--- config.mk ---
export PLATFORM = sky130hd
export DESIGN_NAME = uieh_csum_pipe
export DESIGN_NICKNAME = d
export VERILOG_FILES = /design/src/rtl/uieh_pkg.sv /design/src/rtl/uieh_csum_pipe.sv
export SDC_FILE = /design/constraint.sdc
export NUM_CORES = 1
export LEC_CHECK = 0
export BUFFER_PORTS_ARGS = -buffer_cell sky130_fd_sc_hd__buf_2
export CAP_MARGIN = 20
export CORE_MARGIN = 8
export CORE_UTILIZATION = 51
export DETAILED_ROUTE_END_ITERATION = 7
export PLACE_DENSITY = 0.82
export SLEW_MARGIN = 20
export SYNTH_ARGS = -nofsm -noshare
export SYNTH_HDL_FRONTEND = slang
export SYNTH_SLANG_ARGS = --single-unit
--- constraint.sdc ---
create_clock -name clock -period 5.69 [get_ports clock]
set_clock_uncertainty 0.2 [all_clocks]
set_input_delay 1.138 -clock clock [delete_from_list [all_inputs] [get_ports clock]]
set_output_delay 1.138 -clock clock [all_outputs]
set_load 0.05 [all_outputs]
--- src/rtl/uieh_pkg.sv ---
// ----------------------------------------------------------------------------
// uieh_pkg
// Types, constants and helper functions of the IPv4/UDP header builder.
// ----------------------------------------------------------------------------
package uieh_pkg;

   // Number of path keys held in the peer table.
   localparam int PATH_KEYS = 256;
   localparam int IDX_W     = (PATH_KEYS > 1) ? $clog2(PATH_KEYS) : 1;
   localparam int KEY_W     = 8;

   localparam int IP_VERSION   = 4;
   localparam int IP_HDR_BYTES = 20;
   localparam int UDP_HDR_BYTES = 8;
   localparam int TTL_VALUE    = 250;
   localparam int PROTO_UDP    = 17;

   localparam logic [15:0] MAX_PAYLOAD    = 16'd65507;
   localparam logic [15:0] TOTAL_HDR_LEN  = 16'(IP_HDR_BYTES + UDP_HDR_BYTES);
   localparam logic [15:0] UDP_HDR_LEN    = 16'(UDP_HDR_BYTES);
   localparam logic [15:0] VER_IHL_WORD   = {4'(IP_VERSION), 4'(IP_HDR_BYTES / 4), 8'h00};
   localparam logic [15:0] TTL_PROTO_WORD = {8'(TTL_VALUE), 8'(PROTO_UDP)};
   localparam logic [15:0] PROTO_WORD     = 16'(PROTO_UDP);

   // Configuration register indexes.
   typedef enum logic [1:0] {
      CSR_SELECTED_PATH = 2'd0,
      CSR_LOCAL_IP      = 2'd1,
      CSR_LOCAL_PORT    = 2'd2
   } uieh_csr_type;

   // Summary of a finished packet, handed from the accumulator to the pipeline.
   typedef struct packed {
      logic [15:0] count;
      logic [15:0] sum;
      logic        too_long;
   } uieh_pkt_type;

   // One header descriptor.
   typedef struct packed {
      logic [31:0] dest_ip;
      logic [15:0] dest_port;
      logic [15:0] total_length;
      logic [15:0] udp_length;
      logic [15:0] ip_checksum;
      logic [15:0] udp_checksum;
      logic        too_long;
   } uieh_rsp_type;

   // Ones'-complement fold of a 20-bit raw sum down to 16 bits.
   function automatic logic [15:0] fold16(input logic [19:0] raw);
      logic [16:0] s1;
      logic [16:0] s2;
      s1 = 17'(raw[15:0]) + 17'(raw[19:16]);
      s2 = 17'(s1[15:0]) + 17'(s1[16]);
      return s2[15:0] + 16'(s2[16]);
   endfunction

endpackage

--- src/rtl/uieh_csum_pipe.sv ---
// ----------------------------------------------------------------------------
// uieh_csum_pipe
// Four-stage pipeline from the peer lookup to the registered descriptor:
// lookup, address sum and lengths, raw header sums, fold and complement.
// ----------------------------------------------------------------------------
module uieh_csum_pipe (
   input  logic                   clock,
   input  logic                   reset,
   input  logic                   in_valid,
   output logic                   in_ready,
   input  uieh_pkg::uieh_pkt_type pkt,
   input  logic                   path_ok,
   input  logic [47:0]            peer,
   input  logic [31:0]            local_ip,
   input  logic [15:0]            local_port,
   output logic                   out_valid,
   input  logic                   out_ready,
   output uieh_pkg::uieh_rsp_type out_data
);
   import uieh_pkg::*;

   logic ready1, ready2, ready3, ready4;

   // Stage 1: packet summary, peer data comes from the memory read register.
   logic         v1_ff;
   uieh_pkt_type pkt1_ff;
   logic         path_ok1_ff;

   // Stage 2.
   logic         v2_ff;
   logic [31:0]  dip2_ff;
   logic [15:0]  dport2_ff, tlen2_ff, ulen2_ff, psum2_ff;
   logic [17:0]  asum2_ff;
   logic         ovf2_ff;

   // Stage 3.
   logic         v3_ff;
   logic [31:0]  dip3_ff;
   logic [15:0]  dport3_ff, tlen3_ff, ulen3_ff;
   logic [19:0]  ipraw3_ff, udpraw3_ff;
   logic         ovf3_ff;

   // Stage 4: output register.
   logic         v4_ff;
   uieh_rsp_type rsp4_ff;

   logic [31:0]  dip_in;
   logic [15:0]  dport_in;
   logic [17:0]  asum_in;
   logic [19:0]  ipraw_in, udpraw_in;

   assign ready4   = !v4_ff || out_ready;
   assign ready3   = !v3_ff || ready4;
   assign ready2   = !v2_ff || ready3;
   assign ready1   = !v1_ff || ready2;
   assign in_ready = ready1;

   assign dip_in   = path_ok1_ff ? peer[47:16] : 32'd0;
   assign dport_in = path_ok1_ff ? peer[15:0]  : 16'd0;
   assign asum_in  = 18'(local_ip[31:16]) + 18'(local_ip[15:0])
                   + 18'(dip_in[31:16]) + 18'(dip_in[15:0]);

   assign ipraw_in  = 20'(asum2_ff) + 20'(VER_IHL_WORD) + 20'(TTL_PROTO_WORD)
                    + 20'(tlen2_ff);
   assign udpraw_in = 20'(asum2_ff) + 20'(PROTO_WORD) + 20'(ulen2_ff) + 20'(ulen2_ff)
                    + 20'(local_port) + 20'(dport2_ff) + 20'(psum2_ff);

   always_ff @(posedge clock) begin
      if (in_valid && ready1) begin
         pkt1_ff     <= pkt;
         path_ok1_ff <= path_ok;
      end
      if (ready2) begin
         dip2_ff   <= dip_in;
         dport2_ff <= dport_in;
         asum2_ff  <= asum_in;
         tlen2_ff  <= 16'(pkt1_ff.count + TOTAL_HDR_LEN);
         ulen2_ff  <= 16'(pkt1_ff.count + UDP_HDR_LEN);
         psum2_ff  <= pkt1_ff.sum;
         ovf2_ff   <= pkt1_ff.too_long;
      end
      if (ready3) begin
         dip3_ff    <= dip2_ff;
         dport3_ff  <= dport2_ff;
         tlen3_ff   <= tlen2_ff;
         ulen3_ff   <= ulen2_ff;
         ipraw3_ff  <= ipraw_in;
         udpraw3_ff <= udpraw_in;
         ovf3_ff    <= ovf2_ff;
      end
      if (ready4) begin
         rsp4_ff.dest_ip      <= dip3_ff;
         rsp4_ff.dest_port    <= dport3_ff;
         rsp4_ff.total_length <= tlen3_ff;
         rsp4_ff.udp_length   <= ulen3_ff;
         rsp4_ff.ip_checksum  <= ~fold16(ipraw3_ff);
         rsp4_ff.udp_checksum <= ~fold16(udpraw3_ff);
         rsp4_ff.too_long     <= ovf3_ff;
      end
   end

   always_ff @(posedge clock) begin
      if (reset) begin
         v1_ff <= 1'b0;
         v2_ff <= 1'b0;
         v3_ff <= 1'b0;
         v4_ff <= 1'b0;
      end else begin
         if (ready1) begin
            v1_ff <= in_valid;
         end
         if (ready2) begin
            v2_ff <= v1_ff;
         end
         if (ready3) begin
            v3_ff <= v2_ff;
         end
         if (ready4) begin
            v4_ff <= v3_ff;
         end
      end
   end

   assign out_valid = v4_ff;
   assign out_data  = rsp4_ff;

endmodule

After elaboration in Yosys (flattened, before gate mapping) --
Index checks and enable logic that the tools add are counted.
Storage, ports and cells: register bits 387, input bits 134, output and inout port bits 115, word-level logic and storage cells 61
Cells by class: add/sub/neg operators 20, muxes and demuxes 1, bitwise logic cells 2, reductions and logical operators 9
Operator list (count):
- $add A20 B16 Y20 | 5
- $add A16 B1 Y17 | 2
- $add A16 B4 Y17 | 2
- $add A16 B1 Y16 | 2
- $mux W32 | 1
- $not A16 Y16 | 2
- $add A19 B16 Y20 | 1
- $add A19 B16 Y20 const B | 1
- $add A18 B15 Y19 const B | 1
- $add A18 B5 Y19 const B | 1
- $add A17 B16 Y18 | 1
- $add A18 B16 Y18 | 1
- $add A16 B16 Y17 | 1
- $add A16 B4 Y16 const B | 1
- $add A16 B5 Y16 const B | 1
- $logic_not A1 Y1 | 4
- $logic_or A1 B1 Y1 | 4
- $logic_and A1 B1 Y1 | 1

Depth between registers and ports, before layout --
depth in word-level cells 6, gate-level depth with buffers 20, gate-level depth less buffers 19

Least setup slack after synthesis --
OpenSTA, ideal clock, no wires.
path type in2reg, from input out_ready, to register asum2_ff[0] (enable), library setup time 1304 ps, arrival 3979 ps, data required time 4186 ps, setup slack 207 ps, cell stages on the path 2, buffers on the path 0, cells stage by stage nor2b_1 -> nand3_1
Between the ends: longest elaborated chain between the ends 3
RTL lines:
- start, declared | RTL line uieh_csum_pipe.sv:17 | input logic out_ready,
- $logic_or A1 B1 Y1 | RTL line uieh_csum_pipe.sv:52 | assign ready4 = !v4_ff || out_ready;
- $logic_or A1 B1 Y1 | RTL line uieh_csum_pipe.sv:53 | assign ready3 = !v3_ff || ready4;
- $logic_or A1 B1 Y1 | RTL line uieh_csum_pipe.sv:54 | assign ready2 = !v2_ff || ready3;
- net ready2 | RTL line uieh_csum_pipe.sv:22 | logic ready1, ready2, ready3, ready4;
- end signal, assigned | RTL line uieh_csum_pipe.sv:76 | asum2_ff <= asum_in;
- end, declared | RTL line uieh_csum_pipe.sv:33 | logic [17:0] asum2_ff;
The timed path passes the listed nets, and every way through them passes these cells. A chain may end at the register's enable or synchronous reset.

Worst setup path in the final report --
from register ipraw3_ff[16], to register rsp4_ff (netlist bit out_data[31]), data pin
Between the ends: longest elaborated chain between the ends 4
RTL lines:
- start, declared | RTL line uieh_csum_pipe.sv:40 | logic [19:0] ipraw3_ff, udpraw3_ff;
- start signal, assigned | RTL line uieh_csum_pipe.sv:87 | ipraw3_ff <= ipraw_in;
- $add A16 B4 Y17 | RTL line uieh_pkg.sv:54 | s1 = 17'(raw[15:0]) + 17'(raw[19:16]);
- $add A16 B1 Y17 | RTL line uieh_pkg.sv:55 | s2 = 17'(s1[15:0]) + 17'(s1[16]);
- $add A16 B1 Y16 | RTL line uieh_pkg.sv:56 | return s2[15:0] + 16'(s2[16]);
- $not A16 Y16 | RTL line uieh_csum_pipe.sv:96 | rsp4_ff.ip_checksum <= ~fold16(ipraw3_ff);
- end, declared | RTL line uieh_csum_pipe.sv:45 | uieh_rsp_type rsp4_ff;
Every way passes these cells.

==> metrics.yaml <==
grt_max_degree: 71
io_buffers: 248
maxSlewViolCount: 0
postRouteAntennaNets: 0
syn_area_sq_mm: 0.0191
layout.nets: 1990
tns_ps: 0
leakagePower_nw: 9.64
reg2reg_from: "ipraw3_ff[16]$_DFFE_PP_"
fin_cells: 2166
start_kind: "flop"
max-slew-margin-rel: 0.329
synth_area_leader_cell: "edfxtp_1"
clock_sinks: 380
antenna_found_initial: 0
fp.coreArea_sq_mm: 0.0373
cts_max_level: 2
final_common_cell: "edfxtp_1"
synthCells: 1379
grt_pass1_wl_um: 64900
hold_violations: 0
startpoint: "ipraw3_ff[16]$_DFFE_PP_"
multi_input_area_sq_mm: 0.00692
regArea_sq_mm: 0.0114
drt_iter0_drc: 751
drive_gt1_frac: 0.203
synth_edf_count: 376
die-area_sq_mm: 0.0440
setup_ws_ps: 439
placed_area_sq_mm: 0.0210
ys_types: 75
vdd_drop_max_v: 0.000344
rows: 71
cp_max_fo: 8
ys_seq_area_frac: 0.595
clk_pin_slew_ps: 60
hpwl_um: 31200
powerDensity_mw_per_mm2: 567
arrival_ps: 5330
vias_per_cell: 5.23
area_growth_pct: 16.1
yosys_warnings: 0
numCtsBuffers: 40
n_fill_cell: 2900
first_pass_iters: 6
clock-root-buffer: "clkbuf_16"
ios: 249
start_util: 0.513
worstMarginPinSlew_ps: 1010
track_usage: 0.188
wl_um: 41500
pre_cts_ws_ps: 121
synth_fp_nets: 1704
max_freq_mhz: 190
postCtsSetupRepairBufs: 0
ys_ff_latch: 380
r2r_cells: 20
post-route-drc-count: 0
grt_pass1_vias: 11991
wl_per_cell_um: 19.2
async_reset_ff_frac: 0
synth_top_flop_cell: "edfxtp_1"
setup_viol: 0
hold_ws_ps: 211
postCtsResizedCells: 0
rsz0062_at_grt: "no"
gp_congestion: 0.866
cts_hold_repair.buffers: 0
yosysTopAreaCellShare: 0.590
cts_tree: "built"
num_vias: 11332
clk_latency_ps: 550
cap_viol_max_count: 0
endpoint_kind: "flop"
timing.final.crit_share: 0.923
avgSynthCellArea_sq_um: 13.9
clk_path_buf_depth: 3
finalCriticalPeriod_ps: 5250
mostFrequentLayoutCells: "edfxtp_1, buf_2, inv_1"
rrSetupSlack_ps: 440
hold_path_class: "reg -> reg"
overflow: 0
required_ps: 5770
dp_cells: 2097
outcome: "finished, final reports clean"
finalInstanceArea_sq_mm: 0.0222
crit_type: "reg -> reg"
synth.area.top_cells: "edfxtp_1, fa_1, ha_1"
die_h_um: 210
diodes: 0
die_w_um: 210
r2r-end: "out_data[31]$_DFFE_PP_"
endpoint: "out_data[31]$_DFFE_PP_"
## metal layers
metal,GRT usage,share of wire,up-vias
met4,0.0685,0.028,0
met1,0.238,0.42,5537
li1,-,-,5410
met2,0.321,0.50,312
met5,0,0,-
met3,0.0357,0.053,73
## per-stage QoR
step | total power, mW | util
2_1_floorplan | 8.79 | -
3_3_place_gp | 9.99 | 0.563
3_5_place_dp | 10.2 | 0.563
4_1_cts | 12.7 | 0.595
5_1_grt | 13.5 | 0.595
6_report | 12.6 | 0.595
## state kept, by name, indices dropped and copies added (netlist names)
register	count
ovf2_ff	1
dip3_ff	32
ovf3_ff	1
tlen3_ff	16
pkt1_ff	33
ulen2_ff	14
path_ok1_ff	1
ipraw3_ff	19
tlen2_ff	16
ulen3_ff	14
v3_ff	1
out_valid	1
dip2_ff	32
asum2_ff	18
udpraw3_ff	20
v2_ff	1
dport2_ff	16
dport3_ff	16
out_data	111
v1_ff	1
psum2_ff	16
## cells in the mapped netlist (16+ instances only)
master,number
ha_1,108
edfxtp_1,376
nor3_1,21
nor2_1,51
and2_1,50
inv_1,206
xnor2_1,88
nand4_1,18
o21ai_0,18
xor2_1,45
nand3_1,26
a21oi_1,42
a21o_1,16
fa_1,83
nand2_1,55
## cell type report
class                           instances  area share
Sequential cell                       380       0.512
Timing Repair Buffer                  262      0.0606
Clock inverter                         19     0.00642
Multi-Input combinational cell        775       0.312
Inverter                              206      0.0349
Clock buffer                           50      0.0477
Tap cell                              474      0.0267
## critical path, stage by stage, from the launching register on
cell      delay (ps)
edfxtp_1         380
ha_1             210
inv_1             60
fa_1             400
and2b_1          270
o211ai_2         190
nor4_1           440
ha_1             250
ha_1             240
and2_1           170
nand3_1          110
or3_1            390
nor4_1           430
ha_1             240
ha_1             220
nand2_1           70
nor3_1           130
buf_4            160
nand4_1           80
a21oi_1          230
xor2_1            90
## power by group
group	leakage, nW	total, mW	switching (mW)	internal [mW]
Clock	0.592	2.45	1.04	1.41
Combinational	4.92	5.81	3.51	2.30
Sequential	4.13	4.33	0.379	3.96
Total	9.64	12.6	4.93	7.66
## worst min path at each step
stage,from,end,cells past startpoint
floorplan,dip2_ff[0]$_DFFE_PP_,dip3_ff[0]$_DFFE_PP_,0
global placement,dport3_ff[0]$_DFFE_PP_,out_data[65]$_DFFE_PP_,0
detailed placement,dip2_ff[19]$_DFFE_PP_,dip3_ff[19]$_DFFE_PP_,0
CTS,ulen3_ff[6]$_DFFE_PP_,out_data[39]$_DFFE_PP_,0
global route,dport3_ff[8]$_DFFE_PP_,out_data[73]$_DFFE_PP_,0
finish,dip3_ff[16]$_DFFE_PP_,out_data[97]$_DFFE_PP_,0
## cells by family after synthesis
| kind of cell | after synthesis | synth area share |
|---|---|---|
| buf+inv | 224 | 0.0448 |
| fa+ha+maj | 191 | 0.158 |
| flops | 380 | 0.595 |
| compound gates | 149 | 0.0557 |
| simple gates | 300 | 0.0847 |
| xor+xnor | 135 | 0.0626 |
(Power assumes the default switching activity.)
