--- src/rtl/uieh_pkg.sv ---
// ----------------------------------------------------------------------------
// uieh_pkg
// Types, constants and helper functions of the IPv4/UDP header builder.
// ----------------------------------------------------------------------------
package uieh_pkg;

   // Number of path keys held in the peer table.
   localparam int PATH_KEYS = 256;
   localparam int IDX_W     = (PATH_KEYS > 1) ? $clog2(PATH_KEYS) : 1;
   localparam int KEY_W     = 8;

   localparam int IP_VERSION   = 4;
   localparam int IP_HDR_BYTES = 20;
   localparam int UDP_HDR_BYTES = 8;
   localparam int TTL_VALUE    = 250;
   localparam int PROTO_UDP    = 17;

   localparam logic [15:0] MAX_PAYLOAD    = 16'd65507;
   localparam logic [15:0] TOTAL_HDR_LEN  = 16'(IP_HDR_BYTES + UDP_HDR_BYTES);
   localparam logic [15:0] UDP_HDR_LEN    = 16'(UDP_HDR_BYTES);
   localparam logic [15:0] VER_IHL_WORD   = {4'(IP_VERSION), 4'(IP_HDR_BYTES / 4), 8'h00};
   localparam logic [15:0] TTL_PROTO_WORD = {8'(TTL_VALUE), 8'(PROTO_UDP)};
   localparam logic [15:0] PROTO_WORD     = 16'(PROTO_UDP);

   // Configuration register indexes.
   typedef enum logic [1:0] {
      CSR_SELECTED_PATH = 2'd0,
      CSR_LOCAL_IP      = 2'd1,
      CSR_LOCAL_PORT    = 2'd2
   } uieh_csr_type;

   // Summary of a finished packet, handed from the accumulator to the pipeline.
   typedef struct packed {
      logic [15:0] count;
      logic [15:0] sum;
      logic        too_long;
   } uieh_pkt_type;

   // One header descriptor.
   typedef struct packed {
      logic [31:0] dest_ip;
      logic [15:0] dest_port;
      logic [15:0] total_length;
      logic [15:0] udp_length;
      logic [15:0] ip_checksum;
      logic [15:0] udp_checksum;
      logic        too_long;
   } uieh_rsp_type;

   // Ones'-complement fold of a 20-bit raw sum down to 16 bits.
   function automatic logic [15:0] fold16(input logic [19:0] raw);
      logic [16:0] s1;
      logic [16:0] s2;
      s1 = 17'(raw[15:0]) + 17'(raw[19:16]);
      s2 = 17'(s1[15:0]) + 17'(s1[16]);
      return s2[15:0] + 16'(s2[16]);
   endfunction

endpackage

--- src/rtl/uieh_accum.sv ---
// ----------------------------------------------------------------------------
// uieh_accum
// Running ones'-complement sum and saturating byte count of the payload.
// ----------------------------------------------------------------------------
module uieh_accum (
   input  logic                   clock,
   input  logic                   reset,
   input  logic                   byte_en,
   input  logic [7:0]             data_byte,
   input  logic                   last_byte,
   output uieh_pkg::uieh_pkt_type done
);
   import uieh_pkg::*;

   logic [15:0] sum_ff,   sum_in;
   logic [15:0] count_ff, count_in;
   logic        odd_ff,   odd_in;
   logic [7:0]  hold_ff,  hold_in;
   logic        ovf_ff,   ovf_in;

   logic [15:0] word;
   logic [16:0] sum_add;
   logic [15:0] sum_fold;
   logic        cnt_sat;
   logic [15:0] cnt_next;
   logic        ovf_next;

   // A byte without a partner yet forms the high half of a word; on the last
   // byte it is added with a zero low half.
   assign word     = odd_ff ? {hold_ff, data_byte} : {data_byte, 8'h00};
   assign sum_add  = 17'(sum_ff) + 17'(word);
   assign sum_fold = sum_add[15:0] + 16'(sum_add[16]);
   assign cnt_sat  = (count_ff >= MAX_PAYLOAD);
   assign cnt_next = cnt_sat ? count_ff : 16'(count_ff + 16'd1);
   assign ovf_next = ovf_ff | cnt_sat;

   assign done.count    = cnt_next;
   assign done.sum      = sum_fold;
   assign done.too_long = ovf_next;

   always_comb begin
      sum_in   = sum_ff;
      count_in = count_ff;
      odd_in   = odd_ff;
      hold_in  = hold_ff;
      ovf_in   = ovf_ff;
      if (byte_en) begin
         if (last_byte) begin
            sum_in   = '0;
            count_in = '0;
            odd_in   = 1'b0;
            hold_in  = '0;
            ovf_in   = 1'b0;
         end else begin
            count_in = cnt_next;
            ovf_in   = ovf_next;
            if (odd_ff) begin
               sum_in  = sum_fold;
               odd_in  = 1'b0;
               hold_in = '0;
            end else begin
               odd_in  = 1'b1;
               hold_in = data_byte;
            end
         end
      end
   end

   always_ff @(posedge clock) begin
      if (reset) begin
         sum_ff   <= '0;
         count_ff <= '0;
         odd_ff   <= 1'b0;
         hold_ff  <= '0;
         ovf_ff   <= 1'b0;
      end else begin
         sum_ff   <= sum_in;
         count_ff <= count_in;
         odd_ff   <= odd_in;
         hold_ff  <= hold_in;
         ovf_ff   <= ovf_in;
      end
   end

endmodule

--- config.mk ---
export PLATFORM = sky130hd
export DESIGN_NAME = uieh_accum
export DESIGN_NICKNAME = d
export VERILOG_FILES = /design/src/rtl/uieh_pkg.sv /design/src/rtl/uieh_accum.sv
export SDC_FILE = /design/constraint.sdc
export NUM_CORES = 1
export LEC_CHECK = 0
export BUFFER_PORTS_ARGS = -buffer_cell sky130_fd_sc_hd__buf_4
export CAP_MARGIN = 10
export CORE_UTILIZATION = 44
export DETAILED_ROUTE_END_ITERATION = 16
export GPL_TIMING_DRIVEN = 0
export SLEW_MARGIN = 20
export SYNTH_ARGS = -nofsm -noshare
export SYNTH_HDL_FRONTEND = slang
export SYNTH_SLANG_ARGS = --single-unit
--- constraint.sdc ---
create_clock -name clock -period 6.1 [get_ports clock]
set_clock_uncertainty 0.2 [all_clocks]
set_input_delay 0.305 -clock clock [delete_from_list [all_inputs] [get_ports clock]]
set_output_delay 0.305 -clock clock [all_outputs]
set_load 0.01 [all_outputs]
Yosys cells after proc, flatten, opt, wreduce, memory -nomap -nowiden
Cells that the tools add are included.
{"block": "totals", "out_inout_bits": 33, "inputBits": 12, "reg_bits": 42, "elab_cells": 22}
{"block": "classes", "bitwise_logic": 1, "reduce_logical": 2, "mux": 10, "order_cmp": 1, "addsub": 3}
{"operator": "16-bit 2-to-1 mux", "n": 5}
{"operator": "16-bit by 16-bit adder with 17-bit output", "n": 1}
{"operator": "16-bit by 1-bit adder with 16-bit output", "n": 1}
{"operator": "16-bit by 1-bit adder with 16-bit output, second input constant", "n": 1}
{"operator": "16-bit greater-or-equal comparator, second input constant", "n": 1}
{"operator": "8-bit 2-to-1 mux", "n": 2}
{"operator": "1-bit 2-to-1 mux", "n": 3}
{"operator": "2-bit AND reduction", "n": 1}
{"operator": "2-bit nonzero test", "n": 1}
{"operator": "1-bit bitwise OR", "n": 1}

Longest topological paths before layout
Gate-level depths: netlist of the first run.
{"block": "logic_depth", "word_depth": 5, "ltp_mapped": 19, "depth_no_buf": 17}

Worst setup path before layout of the first run
OpenSTA, ideal clock, no wires.
{"block": "synth_path", "path_kind": "reg2out", "start": "register odd_ff", "end": "output port done[16] (netlist bit)", "path_slack_ns": 1.686, "t_arrival_ns": 3.909, "path_stages_with_launch": 19, "n_path_buf": 2, "t_required_ns": 5.595, "cell_sequence": "dfxtp_1 -> clkbuf_1 -> clkbuf_1 -> and2_1 -> ha_1 -> inv_1 -> fa_1 -> nor2b_4 -> o31a_1 -> o211ai_1 -> o211ai_1 -> a31o_2 -> a21o_1 -> ha_1 -> nand4_1 -> nor4_4 -> nand4_2 -> nor3_1 -> xor2_1"}
{"item": "start: declaration", "line": "uieh_accum.sv:17", "source": "logic odd_ff, odd_in;"}
{"item": "start signal: assignment", "line": "uieh_accum.sv:79", "source": "odd_ff <= odd_in;"}
{"item": "end: declaration", "line": "uieh_accum.sv:11", "source": "output uieh_pkg::uieh_pkt_type done"}

==> results of run 1 <==
==> layout make-up <==
cell class,instances,area (sq um),area share
Inverter,12,45.0,0.0123
Tap cell,96,120,0.0328
Buffer,16,66.3,0.0181
Sequential cell,42,841,0.230
Clock inverter,1,30.0,0.00820
Clock buffer,7,76.3,0.0208
Timing Repair Buffer,43,323,0.0882
Multi-Input combinational cell,315,2160,0.590
==> worst min-delay path: stages <==
cell	delay, ps
buf_4	120
nand3_1	70
a21oi_1	60
==> where the power goes <==
group / leakage [nW] / internal (mW) / switching [mW]
sequential: 0.340 / 0.278 / 0.00253
clock: 0.0524 / 0.123 / 0.104
combinational: 1.15 / 0.0498 / 0.0693
total: 1.54 / 0.451 / 0.176
==> cells by family after synthesis <==
logic type	share of synthesized area
compound gates	0.213
xor+xnor	0.102
fa+ha+maj	0.0830
buf+inv	0.0355
flops	0.271
mux	0.0326
simple gates	0.264
==> synthesized netlist by cell type (11+ instances only) <==
| library cell | number | share of area |
|---|---|---|
| xor2_1 | 13 | 0.037 |
| a22o_1 | 14 | 0.039 |
| nand2_1 | 27 | 0.033 |
| nand3_1 | 24 | 0.039 |
| nor2_1 | 33 | 0.040 |
| a21oi_1 | 27 | 0.044 |
| nor3_1 | 14 | 0.023 |
| inv_1 | 11 | 0.013 |
| dfxtp_1 | 42 | 0.27 |
| ha_1 | 19 | 0.077 |
| xnor2_1 | 23 | 0.065 |
| clkbuf_1 | 14 | 0.017 |
| o21ai_0 | 15 | 0.024 |
| and2_1 | 13 | 0.026 |
==> worst max path at each step <==
stage	slack (ps)	end	from
after CTS	260	done[15]	odd_ff$_SDFFE_PP0P_
final	480	done[15]	odd_ff$_SDFFE_PP0P_
after global placement	700	done[15]	odd_ff$_SDFFE_PP0P_
after global routing	1	done[15]	odd_ff$_SDFFE_PP0P_
after detailed placement	640	done[15]	odd_ff$_SDFFE_PP0P_
after floorplan	1690	done[16]	odd_ff$_SDFFE_PP0P_
==> state kept, by name (all words and copies together) (netlist names) <==
signal and count:
hold_ff 8, ovf_ff 1, sum_ff 16, count_ff 16, odd_ff 1
==> repair_timing <==
item	4_1_cts	5_1_grt
endpoints found under the setup margin	0	2
buffers inserted	0	0
resized for setup	0	2
==> per-layer routing <==
metal,up-vias,part of all wire,GRT usage
met4,0,0.023,0.102
met5,-,0,0
met1,1380,0.49,0.308
met3,13,0.039,0.0462
met2,59,0.45,0.387
li1,1502,-,-
==> flow_summary_export.csv, run 1 <==
group,metric,value,unit
timing,finalHoldViolations,0,
critical_path,worst_setup_path_end_kind,"output port",
min_path,hp-class,"in -> reg",
clock_network,numCtsBuffers,5,
timing,slew_headroom,0.396,
timing,layout_setup_ws,477,ps
global_routing,grt_pass1_wl,13.7,mm
finish,nNetsFinal,467,
clock_network,cts-root-buf,"clkbuf_8",
yosys,synth_fp_nets,417,
finish,layout_common_cells,"buf_4, dfxtp_1, nor2_1",
yosys,yosysWarnings,0,
drt,vias,2954,
placement,dp.cells,524,
yosys,ys.flop_type,"dfxtp_1",
clock_network,path_clk_slew,80,ps
global_routing,grt-ovfl-total,0,
drt,firstDrtPassIters,4,
clock_network,cts_buffer_depth,2,
critical_path,critPathBufInv,4,
finish,final_common_cell,"buf_4",
floorplan,io_pins,45,
critical_path,cp.arrival,5120,ps
yosys,ys_ff_latch,42,
pwr,powerDensity,171,nW/um^2
min_path,min-delay-start,"data_byte[0]",
critical_path,cp_slowest_cell,"fa_1",
critical_path,path_class,"reg -> out",
clock_network,cts_tree,"yes",
min_path,whs_path_depth,3,
yosys,syn_avg_cell_area,8.07,sq um
clock_network,cts_sinks,42,
run_status,outcome,"finished, final reports clean",
timing,slew_viol_final,0,
finish,syn_to_final_growth,17.9,%
finish,antenna_cells,0,
finish,post-route-util,0.539,
floorplan,dieHeight,86.0,microns
critical_path,crit_required,5590,ps
critical_path,cp_num_cells,20,
placement,dpl-instance-area,3550,sq um
floorplan,dieArea,7400,sq um
drt,dr.first_iter.drc_count,143,
drt,vias_per_cell,5.55,
finish,drive_gt1_frac,0.167,
critical_path,critPathLaunchType,"flip-flop",
yosys,ys_types,51,
timing,setup-violations-final,0,
critical_path,critPathMaxStageDelay,440,ps
critical_path,r2r_start,"odd_ff$_SDFFE_PP0P_",
finish,finish.instance_area,3660,sq um
floorplan,row_count,30,
floorplan,fp.dieW,86.0,microns
finish,fillCellCount,659,
timing,hold_ws,98.7,ps
placement,io_buffers,43,
global_routing,antenna_found_initial,0,
drt,ant_nets,0,
global_routing,grt_usage,0.238,
critical_path,ff2ff_path_depth,19,
global_routing,grt_pass1_vias,2837,
pwr,ir_worst_vdd,94.6,uV
finish,fin_cells,532,
clock_network,insertion_delay,300,ps
yosys,synthArstFlopShare,0,
yosys,synth_seq_area_share,0.271,
floorplan,coreArea,6790,sq um
placement,dp_slack,638,ps
timing,max_freq,178,MHz
critical_path,r2r_end,"sum_ff[14]$_SDFFE_PP0P_",
pwr,cellLeakagePower,1.54,nW
critical_path,crit_fanout,10,
yosys,synth_edf_count,0,
global_routing,grt_start_max_net_pins,13,
timing,fin_crit_sh,0.922,
critical_path,cp_cell_sequence,"clkbuf_1 > clkbuf_2 > and2_1 > ha_1 > inv_1 > fa_1 > nor2b_4 > o31a_1 > o211ai_1 > o211ai_1 > a31o_2 > a21o_1 > ha_1 > ha_1 > and3_1 > nor2b_1 > nand4_1 > nor2_1 > xnor2_1 > buf_4",
critical_path,cp_common_cell,"ha_1",
timing,worst_pin_slew,906,ps
critical_path,cpLargestDelayFamily,"simple AND/OR/NAND/NOR gates",
drt,routed_wl,8.17,mm
placement,dp_hpwl,6.22,mm
flow_run,max-cap-violations,0,
pwr,total_power,627,uW
yosys,synth_cells,385,
timing,timing.setup.tns,0,ps
timing,rsz0062_at_grt,"no",
placement,gp_congestion,0.830,
timing,min_period,5620,ps
clock_network,htree_levels,2,
drt,drc,0,
min_path,min_to,"hold_ff[0]$_SDFFE_PP0P_",
yosys,netlist_area,3110,sq um
drt,wire_per_inst,15.4,microns
clock_network,cts_hold_buf,0,
critical_path,rrSetupSlack,920,ps
floorplan,start_util,0.457,
(Power assumes the default switching activity.)
==> inputs of run 2 (changes only) <==
--- a/config.mk
+++ b/config.mk
@@ -5,6 +5,7 @@
 export SDC_FILE = /design/constraint.sdc
 export NUM_CORES = 1
 export LEC_CHECK = 0
+export ABC_AREA = 1
 export BUFFER_PORTS_ARGS = -buffer_cell sky130_fd_sc_hd__buf_4
 export CAP_MARGIN = 10
 export CORE_UTILIZATION = 44
==> run 2 against run 1 <==
Synthesized cell count rose by 56%. Sequential share of layout area fell by 2.5 points. Register-to-register slack improved by 470 ps. Critical path type unchanged. Critical endpoint unchanged. Largest cell class unchanged. Largest power group unchanged. Highest routed layer unchanged.
==> flow_summary_export.csv, run 2 <==
group,metric,value,unit
finish,layout_common_cells,"nand2_1, inv_1, buf_4",
timing,setup-violations-final,0,
finish,syn_to_final_growth,15.7,%
pwr,cellLeakagePower,2.12,nW
pwr,powerDensity,154,nW/um^2
floorplan,fp.dieW,91.9,microns
finish,seq_area,841,sq um
yosys,synth_area_leader_cell,"nand2_1",
min_path,min-delay-start,"data_byte[1]",
yosys,yosysWarnings,0,
yosys,syn_avg_cell_area,5.92,sq um
drt,vias,3710,
run_status,outcome,"finished, final reports clean",
critical_path,critPathMaxStageDelay,440,ps
critical_path,cp.arrival,4790,ps
yosys,synth_top_area_frac,0.244,
global_routing,grt_usage,0.244,
timing,rsz0062_at_grt,"no",
finish,drive_gt1_frac,0.158,
placement,gp_congestion,0.905,
yosys,synth_fp_nets,632,
timing,slew_headroom,0.456,
yosys,ys.flop_type,"dfxtp_1",
critical_path,crit_required,5590,ps
yosys,synth_edf_count,0,
global_routing,grt_start_max_net_pins,13,
drt,dr.first_iter.drc_count,184,
critical_path,critPathLaunchType,"flip-flop",
critical_path,rrSetupSlack,1390,ps
placement,dp_slack,1100,ps
clock_network,insertion_delay,300,ps
drt,vias_per_cell,4.93,
floorplan,row_count,32,
critical_path,worst_setup_path_end_kind,"output port",
floorplan,coreArea,7770,sq um
min_path,whs_path_depth,3,
yosys,netlist_area,3550,sq um
global_routing,grt_pass1_wl,16.3,mm
drt,firstDrtPassIters,5,
floorplan,dieHeight,91.9,microns
placement,dp_hpwl,7.74,mm
global_routing,antenna_found_initial,0,
timing,max_freq,189,MHz
timing,finalHoldViolations,0,
clock_network,cts_buffer_depth,2,
clock_network,cts_setup_buffers,0,
finish,finish.instance_area,4110,sq um
critical_path,r2r_start,"odd_ff$_SDFFE_PP0P_",
clock_network,post_cts_resized,0,
yosys,synthArstFlopShare,0,
timing,worst_pin_slew,812,ps
clock_network,cts_sinks,42,
floorplan,start_util,0.458,
floorplan,io_pins,45,
flow_run,max-cap-violations,0,
critical_path,ff2ff_path_depth,27,
finish,top_regs,"count_ff x16, sum_ff x16, hold_ff x8",
timing,fin_crit_sh,0.868,
finish,antenna_cells,0,
critical_path,path_class,"reg -> out",
critical_path,crit_fanout,10,
critical_path,cp_common_cell,"inv_1",
critical_path,cp_slowest_cell,"clkbuf_1",
min_path,hp-class,"in -> reg",
yosys,yosys-top-cells-area,"nand2_1, dfxtp_1, inv_1",
clock_network,numCtsBuffers,5,
yosys,synth_cells,600,
finish,nNetsFinal,682,
floorplan,dieArea,8440,sq um
clock_network,cts-root-buf,"clkbuf_8",
yosys,ys_ff_latch,42,
clock_network,path_clk_slew,80,ps
pwr,ir_worst_vdd,114,uV
clock_network,htree_levels,2,
timing,min_period,5300,ps
global_routing,grt_pass1_vias,3488,
placement,io_buffers,43,
drt,routed_wl,9.60,mm
timing,timing.setup.tns,0,ps
clock_network,cts_hold_buf,0,
timing,slew_viol_final,0,
global_routing,grt-ovfl-total,0,
clock_network,cts_tree,"yes",
drt,ant_nets,0,
placement,dpl-instance-area,4010,sq um
critical_path,r2r_end,"sum_ff[12]$_SDFFE_PP0P_",
drt,wire_per_inst,12.8,microns
finish,multi_input_area,2340,sq um
min_path,min_to,"hold_ff[1]$_SDFFE_PP0P_",
yosys,synth_seq_area_share,0.237,
timing,layout_setup_ws,803,ps
finish,fillCellCount,824,
yosys,synth.top_cells.by_count,"nand2_1, inv_1, dfxtp_1, nand3_1, nor2_1",
yosys,ys_types,38,
drt,drc,0,
finish,final_common_cell,"nand2_1",
yosys,synth.most_common_cell,"nand2_1",
## run 2: cell count changes after synthesis, sizes merged, moves of 6 or more
cell / before / now
nand2: 27 / 256
inv: 11 / 85
nand3: 24 / 43
xnor2: 23 / 4
nor2: 33 / 49
nor3: 14 / 1
a22o: 14 / 2
and2: 13 / 3
a22oi: 9 / 0
mux2: 9 / 0
a21oi: 27 / 34
and3: 6 / 0
nor2b: 6 / 0
o211ai: 6 / 0
## run 2: cell type report
cell class                 count  share of cell area
multi-input combinational    459               0.568
tap                          102              0.0310
clock inverter                 1             0.00730
inverter                      88              0.0803
sequential                    42               0.205
timing repair buffer          43              0.0785
buffer                        11              0.0113
clock buffer                   7              0.0186
## run 2: power by group
group / switching (mW) / leakage, nW / internal [mW]
Sequential: 0.00254 / 0.340 / 0.278
Clock: 0.102 / 0.0524 / 0.123
Combinational: 0.0816 / 1.73 / 0.0452
Total: 0.186 / 2.12 / 0.446
## run 2: stage by stage
stage	util	instances	total power [mW]	hold WS, ps
after floorplan	-	600	0.369	233
after global placement	0.516	745	0.412	251
after detailed placement	0.516	745	0.414	256
after CTS	0.529	753	0.640	65.4
after global routing	0.529	753	0.665	80.2
final	0.529	753	0.632	73.0
## run 2: how the worst max path moves through the flow
| stage | to | depth (start not counted) | from | slack (ps) |
|---|---|---|---|---|
| 3_3_place_gp | done[15] | 28 | odd_ff$_SDFFE_PP0P_ | 1140 |
| 4_1_cts | done[15] | 28 | odd_ff$_SDFFE_PP0P_ | 760 |
| 6_report | done[15] | 28 | odd_ff$_SDFFE_PP0P_ | 800 |
| 3_5_place_dp | done[15] | 28 | odd_ff$_SDFFE_PP0P_ | 1100 |
| 5_1_grt | done[15] | 28 | odd_ff$_SDFFE_PP0P_ | 430 |
| 2_1_floorplan | done[15] | 28 | odd_ff$_SDFFE_PP0P_ | 2260 |
## run 2: worst max-delay path: cells and delay by family (launching register included)
family,cells,cell delay (ps)
AOI/OAI and AO/OA,2,370
adders and majority gates,4,1030
buffers and inverters,9,1410
DFF,1,310
and+or+nand+nor,13,1370
## run 2: kinds of logic after synthesis
kind of cell	synth area share
AND/OR/NAND/NOR	0.444
flip-flops	0.237
XOR/XNOR	0.0489
adder cells (fa/ha/maj)	0.0725
buffers and inverters	0.106
AO/OA/AOI/OAI	0.0919
## run 2: metal layers
metal | GRT usage | vias to the layer above | wire (microns) | part of all wire
met1 | 0.321 | 1661 | 4580 | 0.48
li1 | - | 1958 | - | -
met3 | 0.0365 | 11 | 462 | 0.048
met2 | 0.415 | 80 | 4420 | 0.46
met4 | 0.0612 | 0 | 141 | 0.015
met5 | 0 | - | 0 | 0
==> inputs of run 3 (changes only) <==
--- a/config.mk
+++ b/config.mk
@@ -9,6 +9,7 @@
 export BUFFER_PORTS_ARGS = -buffer_cell sky130_fd_sc_hd__buf_4
 export CAP_MARGIN = 10
 export CORE_UTILIZATION = 44
+export CTS_BUF_LIST = sky130_fd_sc_hd__clkbuf_2 sky130_fd_sc_hd__clkbuf_4 sky130_fd_sc_hd__clkbuf_8
 export DETAILED_ROUTE_END_ITERATION = 16
 export GPL_TIMING_DRIVEN = 0
 export SLEW_MARGIN = 20
==> run 3 against run 2 <==
Power grew 1.5%. Critical path depth unchanged. Sequential power about the same. Highest routed layer unchanged. Critical endpoint unchanged. Core utilization is 0.097 points higher. Design area up 0.18%. Wire length up 0.26%.
==> flow_summary_export.csv, run 3 (same netlist as run 2, synthesis figures left out) <==
group,metric,value,unit
floorplan,dieHeight,91.9,microns
timing,setup-violations-final,0,
pwr,p_sw,187,uW
floorplan,row_count,32,
drt,drc,0,
critical_path,path_class,"reg -> out",
run_status,outcome,"finished, final reports clean",
timing,timing.setup.tns,0,ps
flow_run,max-cap-violations,0,
floorplan,coreArea,7770,sq um
drt,firstDrtPassIters,5,
critical_path,crit_required,5590,ps
min_path,hp-class,"in -> reg",
pwr,share_seq_of_total_power,0.437,
drt,dr.first_iter.drc_count,183,
floorplan,io_pins,45,
pwr,cellLeakagePower,2.13,nW
finish,layout_common_cells,"nand2_1, inv_1, buf_4",
global_routing,grt-ovfl-total,0,
timing,min_period,5300,ps
clock_network,cts_tree,"yes",
drt,routed_wl,9.63,mm
clock_network,htree_levels,2,
global_routing,grt_start_max_net_pins,13,
placement,dp_hpwl,7.74,mm
finish,antenna_cells,0,
clock_network,insertion_delay,300,ps
finish,fin_cells,753,
finish,top_regs,"count_ff x16, sum_ff x16, hold_ff x8",
finish,nNetsFinal,682,
timing,finalHoldViolations,0,
clock_network,cts_setup_buffers,0,
global_routing,antenna_found_initial,0,
finish,fillCellCount,823,
pwr,p_clk_frac,0.365,
pwr,combinationalPowerShare,0.198,
critical_path,critPathLaunchType,"flip-flop",
critical_path,cp_common_cell,"inv_1",
critical_path,cp.arrival,4800,ps
pwr,ir_worst_vdd,114,uV
placement,io_buffers,43,
clock_network,path_clk_slew,80,ps
timing,fin_crit_sh,0.869,
placement,gp_congestion,0.905,
global_routing,grt_pass1_wl,16.3,mm
clock_network,cts_sinks,42,
timing,rsz0062_at_grt,"no",
placement,dp.cells,745,
critical_path,critPathMaxStageDelay,440,ps
floorplan,dieArea,8440,sq um
timing,worst_pin_slew,815,ps
global_routing,grt_pass1_vias,3486,
pwr,powerDensity,156,nW/um^2
global_routing,grt_usage,0.243,
clock_network,numCtsBuffers,5,
pwr,p_sw_frac,0.291,
drt,wire_per_inst,12.8,microns
finish,final_common_cell,"nand2_1",
floorplan,fp.dieW,91.9,microns
drt,vias_per_cell,4.93,
clock_network,post_cts_resized,0,
timing,slew_headroom,0.455,
drt,vias,3716,
timing,max_freq,189,MHz
drt,ant_nets,0,
finish,syn_to_final_growth,15.9,%
placement,dpl-instance-area,4010,sq um
finish,drive_gt1_frac,0.161,
critical_path,cp_slowest_cell,"clkbuf_1",
finish,finish.instance_area,4120,sq um
floorplan,start_util,0.458,
critical_path,crit_fanout,10,
timing,slew_viol_final,0,
clock_network,cts-root-buf,"clkbuf_8",
clock_network,cts_hold_buf,0,
pwr,power.internal,455,uW
critical_path,worst_setup_path_end_kind,"output port",
clock_network,cts_buffer_depth,2,
run 3: cell types whose count changed in the layout (fill, tap and decap cells not counted):
cell      change
clkbuf_1      -2
clkbuf_4      +2
run 3: area by class of cell:
class / instances / area (sq um) / area share
repair buffers: 43 / 323 / 0.0784
inverters: 88 / 330 / 0.0802
plain buffers: 11 / 46.3 / 0.0112
flip-flops and latches: 42 / 841 / 0.204
clock inverters: 1 / 30.0 / 0.00729
clock buffers: 7 / 83.8 / 0.0204
well taps: 102 / 128 / 0.0310
multi-input cells: 459 / 2340 / 0.567
run 3: worst paths after layout:
kind	startpoint	to	slack, ps	cells past startpoint
min	data_byte[1]	hold_ff[1]$_SDFFE_PP0P_	70	3
min reg2reg	sum_ff[10]$_SDFFE_PP0P_	sum_ff[10]$_SDFFE_PP0P_	270	2
max	odd_ff$_SDFFE_PP0P_	done[15]	800	28
max reg2reg	odd_ff$_SDFFE_PP0P_	sum_ff[12]$_SDFFE_PP0P_	1380	27
run 3: power groups by stage:
| stage | Clock [mW] | Sequential (mW) | Combinational [mW] |
|---|---|---|---|
| 6_report | 0.234 | 0.281 | 0.127 |
| 3_3_place_gp | 0 | 0.287 | 0.125 |
| 5_1_grt | 0.250 | 0.281 | 0.142 |
| 3_5_place_dp | 0 | 0.287 | 0.127 |
| 2_1_floorplan | 0 | 0.286 | 0.0829 |
| 4_1_cts | 0.240 | 0.281 | 0.127 |
run 3: critical path: cells and delay by family, from the launching register on:
family                     cells  cell delay [ps]
buffers and inverters          9             1410
AOI/OAI and AO/OA              2              370
and+or+nand+nor               13             1380
DFF                            1              310
adders and majority gates      4             1030
run 3: layer usage:
layer | global-route usage | up-vias | wire length (microns)
met1 | 0.320 | 1660 | 4600
met4 | 0.0612 | 0 | 141
met5 | 0 | - | 0
li1 | - | 1959 | -
met3 | 0.0365 | 10 | 451
met2 | 0.415 | 87 | 4440
run 3: through the flow:
step / hold WS [ps] / power, mW / utilization / setup WS (ps)
5_1_grt: 80.2 / 0.674 / 0.530 / 429
4_1_cts: 65.4 / 0.648 / 0.530 / 761
3_5_place_dp: 256 / 0.414 / 0.516 / 1100
3_3_place_gp: 251 / 0.412 / 0.516 / 1140
2_1_floorplan: 233 / 0.369 / - / 2260
6_report: 72.7 / 0.641 / 0.530 / 797
